==> src/rtl/acs_pkg.sv <==
// ----------------------------------------------------------------------------
// acs_pkg
// Types, codes and sizes shared by the accumulator CPU step block.
// ----------------------------------------------------------------------------
package acs_pkg;

	// Memory geometry.
	localparam int MEM_DEPTH = 4096;
	localparam int ADDR_W    = $clog2(MEM_DEPTH);

	// Stream widths, padded to whole bytes.
	localparam int S_TDATA_W = 24;
	localparam int M_TDATA_W = 80;

	// Command codes.
	localparam logic [1:0] CMD_WRITE = 2'd0;
	localparam logic [1:0] CMD_READ  = 2'd1;
	localparam logic [1:0] CMD_STEP  = 2'd2;

	// Opcodes.
	localparam logic [3:0] OP_LDI = 4'd0;
	localparam logic [3:0] OP_LDM = 4'd1;
	localparam logic [3:0] OP_STR = 4'd2;
	localparam logic [3:0] OP_ADD = 4'd3;
	localparam logic [3:0] OP_SUB = 4'd4;
	localparam logic [3:0] OP_JNZ = 4'd5;
	localparam logic [3:0] OP_SWB = 4'd6;
	localparam logic [3:0] OP_SWC = 4'd7;
	localparam logic [3:0] OP_SWD = 4'd8;
	localparam logic [3:0] OP_SWE = 4'd9;
	localparam logic [3:0] OP_OR  = 4'd10;
	localparam logic [3:0] OP_AND = 4'd11;
	localparam logic [3:0] OP_NOT = 4'd12;
	localparam logic [3:0] OP_SHL = 4'd13;
	localparam logic [3:0] OP_SHR = 4'd14;
	localparam logic [3:0] OP_HLT = 4'd15;

	// Sequencer states.
	typedef enum logic [2:0] {
		ST_CLEAR,
		ST_IDLE,
		ST_FETCH_HI,
		ST_FETCH_LO,
		ST_LOAD,
		ST_READ,
		ST_RESULT
	} state_t;

	// One input beat, last field in the lowest bits.
	typedef struct packed {
		logic [7:0]        write_data;
		logic [ADDR_W-1:0] address;
		logic [1:0]        command;
	} cmd_item_t;

	// One result beat, last field in the lowest bits.
	typedef struct packed {
		logic [7:0]        read_data;
		logic [11:0]       last_operand;
		logic [3:0]        last_opcode;
		logic              halted;
		logic [ADDR_W-1:0] instr_ptr;
		logic [7:0]        reg_e;
		logic [7:0]        reg_d;
		logic [7:0]        reg_c;
		logic [7:0]        reg_b;
		logic [7:0]        reg_a;
	} result_t;

	// Sequencer handshake toward the top level.
	typedef struct packed {
		logic clearing;
		logic take;
		logic emit;
	} core_ctl_t;

endpackage

==> src/rtl/acs_core.sv <==
// ----------------------------------------------------------------------------
// acs_core
// Sequencer and architectural registers: clears the memory after reset,
// then runs write, read and step commands through the single memory port.
// ----------------------------------------------------------------------------
module acs_core (
	input  logic                       clk,
	input  logic                       arst_n,
	input  acs_pkg::cmd_item_t         item,
	input  logic                       item_valid,
	input  logic                       out_free,
	output acs_pkg::core_ctl_t         ctl,
	output acs_pkg::result_t           res,
	output logic                       mem_we,
	output logic [acs_pkg::ADDR_W-1:0] mem_addr,
	output logic [7:0]                 mem_wdata,
	input  logic [7:0]                 mem_rdata
);
	import acs_pkg::*;

	state_t            state_q, state_d;
	logic [ADDR_W-1:0] clr_q;
	logic [7:0]        a_q, b_q, c_q, d_q, e_q;
	logic [ADDR_W-1:0] pc_q;
	logic [15:0]       iw_q;
	logic              halt_q;
	logic [7:0]        hi_q;
	logic [7:0]        rd_q;

	logic [15:0]       fetch_word;
	logic [3:0]        opcode;
	logic [11:0]       operand;
	logic [7:0]        alu;
	logic              step_go;
	logic              clear_done;

	assign fetch_word = {hi_q, mem_rdata};
	assign opcode     = fetch_word[15:12];
	assign operand    = fetch_word[11:0];
	assign step_go    = (item.command == CMD_STEP) && !halt_q;
	assign clear_done = (clr_q == ADDR_W'(MEM_DEPTH - 1));

	// Accumulator result for the register-only opcodes.
	always_comb begin
		alu = a_q;
		case (opcode)
			OP_LDI: alu = fetch_word[7:0];
			OP_ADD: alu = b_q + c_q;
			OP_SUB: alu = b_q - c_q;
			OP_SWB: alu = b_q;
			OP_SWC: alu = c_q;
			OP_SWD: alu = d_q;
			OP_SWE: alu = e_q;
			OP_OR:  alu = b_q | c_q;
			OP_AND: alu = b_q & c_q;
			OP_NOT: alu = ~b_q;
			OP_SHL: alu = (|c_q[7:3]) ? 8'd0 : (b_q << c_q[2:0]);
			OP_SHR: alu = (|c_q[7:3]) ? 8'd0 : (b_q >> c_q[2:0]);
			default: alu = a_q;
		endcase
	end

	// Next state.
	always_comb begin
		state_d = state_q;
		unique case (state_q)
			ST_CLEAR: begin
				if (clear_done) state_d = ST_IDLE;
			end
			ST_IDLE: begin
				if (item_valid) begin
					if (item.command == CMD_READ) state_d = ST_READ;
					else if (step_go)             state_d = ST_FETCH_HI;
					else                          state_d = ST_RESULT;
				end
			end
			ST_FETCH_HI: state_d = ST_FETCH_LO;
			ST_FETCH_LO: state_d = (opcode == OP_LDM) ? ST_LOAD : ST_RESULT;
			ST_LOAD:     state_d = ST_RESULT;
			ST_READ:     state_d = ST_RESULT;
			ST_RESULT: begin
				if (out_free) state_d = ST_IDLE;
			end
			default: state_d = ST_CLEAR;
		endcase
	end

	// Memory port and handshake outputs.
	always_comb begin
		mem_we       = 1'b0;
		mem_addr     = pc_q;
		mem_wdata    = a_q;
		ctl.clearing = 1'b0;
		ctl.take     = 1'b0;
		ctl.emit     = 1'b0;
		unique case (state_q)
			ST_CLEAR: begin
				ctl.clearing = 1'b1;
				mem_we       = 1'b1;
				mem_addr     = clr_q;
				mem_wdata    = 8'd0;
			end
			ST_IDLE: begin
				ctl.take = item_valid;
				if (item.command == CMD_WRITE || item.command == CMD_READ) begin
					mem_addr = item.address;
				end
				if (item_valid && item.command == CMD_WRITE) begin
					mem_we    = 1'b1;
					mem_wdata = item.write_data;
				end
			end
			ST_FETCH_HI: mem_addr = pc_q + ADDR_W'(1);
			ST_FETCH_LO: begin
				mem_addr = operand[ADDR_W-1:0];
				mem_we   = (opcode == OP_STR);
			end
			ST_LOAD, ST_READ: mem_addr = pc_q;
			ST_RESULT: ctl.emit = out_free;
			default: mem_addr = pc_q;
		endcase
	end

	// Sequencer state and clear counter.
	always_ff @(posedge clk or negedge arst_n) begin
		if (!arst_n) begin
			state_q <= ST_CLEAR;
			clr_q   <= '0;
		end else begin
			state_q <= state_d;
			if (state_q == ST_CLEAR) clr_q <= clr_q + ADDR_W'(1);
		end
	end

	// Architectural registers.
	always_ff @(posedge clk or negedge arst_n) begin
		if (!arst_n) begin
			a_q    <= '0;
			b_q    <= '0;
			c_q    <= '0;
			d_q    <= '0;
			e_q    <= '0;
			pc_q   <= '0;
			iw_q   <= '0;
			halt_q <= 1'b0;
			rd_q   <= '0;
		end else begin
			case (state_q)
				ST_IDLE: begin
					if (item_valid) rd_q <= '0;
				end
				ST_READ: rd_q <= mem_rdata;
				ST_LOAD: a_q <= mem_rdata;
				ST_FETCH_LO: begin
					iw_q <= fetch_word;
					// A taken jump replaces the advanced pointer.
					if (opcode == OP_JNZ && d_q != 8'd0) begin
						pc_q <= ADDR_W'(a_q) + operand[ADDR_W-1:0];
					end else begin
						pc_q <= pc_q + ADDR_W'(2);
					end
					if (opcode != OP_LDM && opcode != OP_STR) a_q <= alu;
					case (opcode)
						OP_SWB: b_q <= a_q;
						OP_SWC: c_q <= a_q;
						OP_SWD: d_q <= a_q;
						OP_SWE: e_q <= a_q;
						OP_HLT: halt_q <= 1'b1;
						default: ;
					endcase
				end
				default: ;
			endcase
		end
	end

	// Upper byte of the instruction word is held between the two fetches.
	always_ff @(posedge clk) begin
		if (state_q == ST_FETCH_HI) hi_q <= mem_rdata;
	end

	// Result view of the registers.
	always_comb begin
		res.reg_a        = a_q;
		res.reg_b        = b_q;
		res.reg_c        = c_q;
		res.reg_d        = d_q;
		res.reg_e        = e_q;
		res.instr_ptr    = pc_q;
		res.halted       = halt_q;
		res.last_opcode  = iw_q[15:12];
		res.last_operand = iw_q[11:0];
		res.read_data    = rd_q;
	end

endmodule

==> config.mk <==
export PLATFORM = sky130hd
export DESIGN_NAME = acs_core
export DESIGN_NICKNAME = d
export VERILOG_FILES = /design/src/rtl/acs_pkg.sv /design/src/rtl/acs_core.sv
export SDC_FILE = /design/constraint.sdc
export NUM_CORES = 1
export LEC_CHECK = 0
export ABC_AREA = 0
export BUFFER_PORTS_ARGS = -buffer_cell sky130_fd_sc_hd__buf_2
export CAP_MARGIN = 40
export CORE_MARGIN = 2
export CORE_UTILIZATION = 55
export CTS_BUF_LIST = sky130_fd_sc_hd__clkbuf_16
export DETAILED_ROUTE_END_ITERATION = 8
export GPL_TIMING_DRIVEN = 1
export PLACE_DENSITY_LB_ADDON = 0.1
export SETUP_SLACK_MARGIN = 0.05
export SYNTH_ARGS = -nofsm -noshare
export SYNTH_HDL_FRONTEND = slang
export SYNTH_SLANG_ARGS = --single-unit
==> constraint.sdc <==
create_clock -name clk -period 6.8 [get_ports clk]
set_input_delay 1.36 -clock clk [delete_from_list [all_inputs] [get_ports clk]]
set_output_delay 1.36 -clock clk [all_outputs]
set_load 0.01 [all_outputs]
After elaboration in Yosys (flattened, before gate mapping):

Cells that the tools add are included.

* register bits: 100
* input port bits: 34
* output and inout bits: 101
* word-level logic and storage cells: 100

* $add $sub $neg: 6
* equality and inequality tests: 31
* shift-type cells: 2
* multiplexer cells: 24
* bitwise logic cells: 3
* reduce and logical (&&, ||, !) cells: 22

Operator list (number)
* 8-bit one-hot mux with 12 select lines: 1
* 12-bit one-hot mux with 4 select lines: 1
* 8-bit one-hot mux with 2 select lines: 3
* 8-bit two-way mux: 5
* 4-bit == test, second input constant: 8
* 12-bit by 1-bit adder with 12-bit output, second input constant: 2
* 12-bit two-way mux: 2
* 3-bit one-hot mux with 6 select lines: 1
* 4-bit by 3-bit == test with 1-bit output, second input constant: 4
* 3-bit two-way mux: 5
* 13-bit by 1-bit inequality test with 1-bit output, second input constant: 1
* 12-bit by 2-bit adder with 12-bit output, second input constant: 1
* 8-bit by 12-bit adder with 12-bit output: 1
* 12-bit == test, second input constant: 1
* 2-bit AND reduction: 6
* 3-bit == test, second input constant: 3
* 8-bit adder: 1
* 8-bit AND: 1
* 4-bit by 2-bit == test with 1-bit output, second input constant: 2
* 2-bit inequality test, second input constant: 4
* 8-bit inverter: 1
* 8-bit bitwise OR: 1
* 8-bit nonzero test: 1
* 8-bit by 3-bit << shifter with 8-bit output: 1
* 22 further kinds: 31

Logic depth before layout (Yosys ltp):

* word-level depth: 6
* gate-level depth with buffers: 13
* gate-level depth less buffers: 12

Worst setup path before layout:

OpenSTA, ideal clock, no wires.

* path type: input to output
* from: input port item[1] (netlist bit)
* to: output port mem_addr[4] (netlist bit)
* data arrival time: 2.646 ns
* setup slack: 2.794 ns
* cell stages on the path: 7
* path buffers: 2
* cells stage by stage: clkbuf_1 -> buf_2 -> mux2i_1 -> o21ai_0 -> a221o_1 -> a21oi_1 -> o22ai_1

* word-level cells in the longest chain between the ends: 4

Ends and longest elaborated chain
* start: declaration: line acs_core.sv:9 `input acs_pkg::cmd_item_t item,`
* 2-bit by 1-bit == test with 1-bit output or 2-bit logical NOT (tied branches): line acs_core.sv:105 `if (item.command == CMD_WRITE || item.command == CMD_READ) begin`
* 1-bit logical OR *: line acs_core.sv:105
* 12-bit two-way mux *: line acs_core.sv:105
* 12-bit one-hot mux with 4 select lines *: line acs_core.sv:96 `unique case (state_q)`
* end: declaration: line acs_core.sv:15 `output logic [acs_pkg::ADDR_W-1:0] mem_addr,`

Every way passes the cells marked *; elsewhere a longest branch is shown, timed or not.

Worst setup path in the final report:

* from: register state_q[0]
* to: output port mem_addr[7] (netlist bit)

* word-level cells in the longest chain between the ends: 2

Ends and longest elaborated chain
* start: declaration: line acs_core.sv:21 `state_t state_q, state_d;`
* start signal: assignment: line acs_core.sv:130 `state_q <= state_d;`
* 3-bit by 2-bit == test with 1-bit output (tied with other cells): line acs_core.sv:96
* 12-bit one-hot mux with 4 select lines *: line acs_core.sv:96

Marks and branches as above.

==> metrics.txt <==
outcome=completed; Tcrit/Tclk final=0.629; DRC=0; GRT overflow=0; number of max-cap violations=0; worst hold path class=register to register; DP Worst Slack=2.73 ns; vias in the first global route=7128; I/O Pins=135; register area share after synthesis=0.353; cell taking the most area after synthesis=dfrtp_1; die width=118 µm; top_reg_cell synth=dfrtp_1; diode count=0; hpwl dp=18200 µm; Critical Path AT=2.92 ns; final worst slack=2.52 ns; fillers=1115; RSZ-0062 raised after global routing=false; worst r2r dst=a_q[5]; IO buf count=134; critical path launch point type=register; die height=118 µm; Rows=41; Starting Density=0.566; leak pwr=3.71 nW; Wirelength per Cell=21.8 µm; gp weighted congestion=0.938; synth warn=0; Synth async-reset ratio=0.920; synthesis-stage register bit count=100; syn nets=909; total number of vias=7176; maximum fanout along the worst path=32; Syn Area/Cell=8.46 µm²; Clk pin slew, worst setup/hold paths=0.07 ns; fin area=8240 µm²; Synth Cell Area=7200 µm²; clock sink total=100; All-Layer GR Usage=0.353; power per cell area=544 nW/µm²; Critical Path Sink=mem_addr[7]; die area=14000 µm²; fraction of layout cells with a size suffix above 1=0.224; dpl cell area=7920 µm²; final net count=1007; ranking of synthesized cells by area=dfrtp_1 32%, nand2_1 6.7%, o21ai_0 4.4%; CP startpoint=state_q[0]; Reg-to-Reg Start=c_q[0]; DRT antenna net count=0; final setup violation count=0; share of the synthesized area in the top cell type=0.320; number of flops mapped to enable cells by yosys=8; CTS max path bufs=2; R2R setup slack=3.27 ns; hold_buf cts=0; Final Slew Violations=0; Root Driver=clkbuf_16; largest net degree at the start of global routing=58; initial antenna violation count=0; Routed WL=24500 µm; actual slew at the worst max-slew pin=0.863 ns; required time of the critical path=5.44 ns; top-count cell post-synth=nand2_1; R2R depth=12; VDD IR max=0.232 mV; Setup CP Type=register to output port; Mapped Cells=851; CTS tree=yes; total CTS buffers=9; slew margin rel.=0.425; H-tree levels=3; Crit. End Element=output port; Yosys cell types=79; final setup TNS=0 ns; post_cts resized=0; global-route wire length before repair=39000 µm; Setup Skew=0.00826 ns; synth cell count leaders=129 x nand2_1, 92 x dfrtp_1, 64 x nor2_1, 64 x o21ai_0, 49 x a21oi_1; first-pass detailed-route iteration total=5; final hold vios=0; Post-CTS Setup Bufs=0; Area growth syn-to-layout=14.5%; Max Freq=234 MHz; 1st-iter DRT viols=705; Min Hold Slack=0.473 ns; Skew-Pair Late Insertion Delay=0.35 ns; Core ar.=12700 µm²; Min Clock Period, post-route=4.28 ns; DR vias/cell=6.37
-- per-stage QoR --
stage / utilization / std cells / power (mW)
final: 0.648 / 1126 / 4.48
after global routing: 0.648 / 1126 / 4.81
after CTS: 0.648 / 1126 / 4.44
after detailed placement: 0.622 / 1110 / 3.87
after global placement: 0.618 / 1108 / 3.79
after floorplan: - / 851 / 2.99
-- report_power, final --
part           switching [mW]  internal [mW]
Clock                   0.245          0.314
Combinational            1.53           1.08
Sequential              0.470          0.848
Total                    2.24           2.24
-- layout by cell type, fill, tap and decap left out, drive strengths merged, types with 4 or more instances in the layout --
cell type,n
and2,4
a21oi,49
buf,142
nand4,8
nor2b,11
edfxtp,8
nand3b,4
a22oi,5
a221o,7
a211oi,10
mux2,28
dfrtp,92
nand2,130
clkbuf,10
nand3,46
mux2i,16
ha,22
o31ai,4
o21ai,66
a31oi,10
nor2,69
nand2b,16
xor2,11
a221oi,11
xnor2,23
a22o,10
and3,8
o211ai,7
nor3,23
inv,33
o22ai,12
-- layer usage --
layer	share of wire	track usage
met1	0.38	0.432
met2	0.50	0.604
met3	0.075	0.0671
met4	0.036	0.161
met5	0	0
-- flip-flops by register name (all words and copies together), names as in the netlist --
name and flops:
rd_q 8, halt_q 1, c_q 8, e_q 8
hi_q 8, b_q 8, a_q 8, state_q 3
iw_q 16, d_q 8, pc_q 12, clr_q 12
-- critical path, stage by stage (launching register included) --
cell,delay [ns]
dfrtp_1,0.90
and2_1,0.38
and2b_1,0.17
buf_4,0.33
nand2_1,0.21
nand3_1,0.13
nor2_1,0.05
o21ai_0,0.21
buf_2,0.18
-- cell families (layout without fill, tap and decap cells) --
kind of cell / after synthesis / in the layout / share of synthesized area
AO/OA/AOI/OAI: 225 / 225 / 0.213
XOR/XNOR: 34 / 34 / 0.0414
buffers and inverters: 84 / 187 / 0.0523
AND/OR/NAND/NOR: 339 / 339 / 0.228
flip-flops: 100 / 100 / 0.353
multiplexers: 45 / 45 / 0.0692
adder cells (fa/ha/maj): 24 / 24 / 0.0438
-- final cells by class --
cell class,count,area [µm²],area share
clock buffers,10,250,0.0304
flip-flops and latches,100,2540,0.308
clock inverters,6,72.6,0.00881
repair buffers,142,773,0.0938
inverters,29,109,0.0132
multi-input cells,667,4280,0.519
well taps,172,215,0.0261
-- how the worst min path moves through the flow --
stage                     startpoint  slack, ns        to  depth (start not counted)
after global routing         iw_q[4]       0.50   iw_q[4]                          2
after detailed placement    iw_q[13]       0.46  iw_q[13]                          2
after floorplan               halt_q       0.45    halt_q                          1
final                       iw_q[13]       0.47  iw_q[13]                          2
after CTS                   iw_q[13]       0.47  iw_q[13]                          2
after global placement       iw_q[5]       0.45   iw_q[5]                          2
Note: power is estimated with default switching activity, not from simulation.
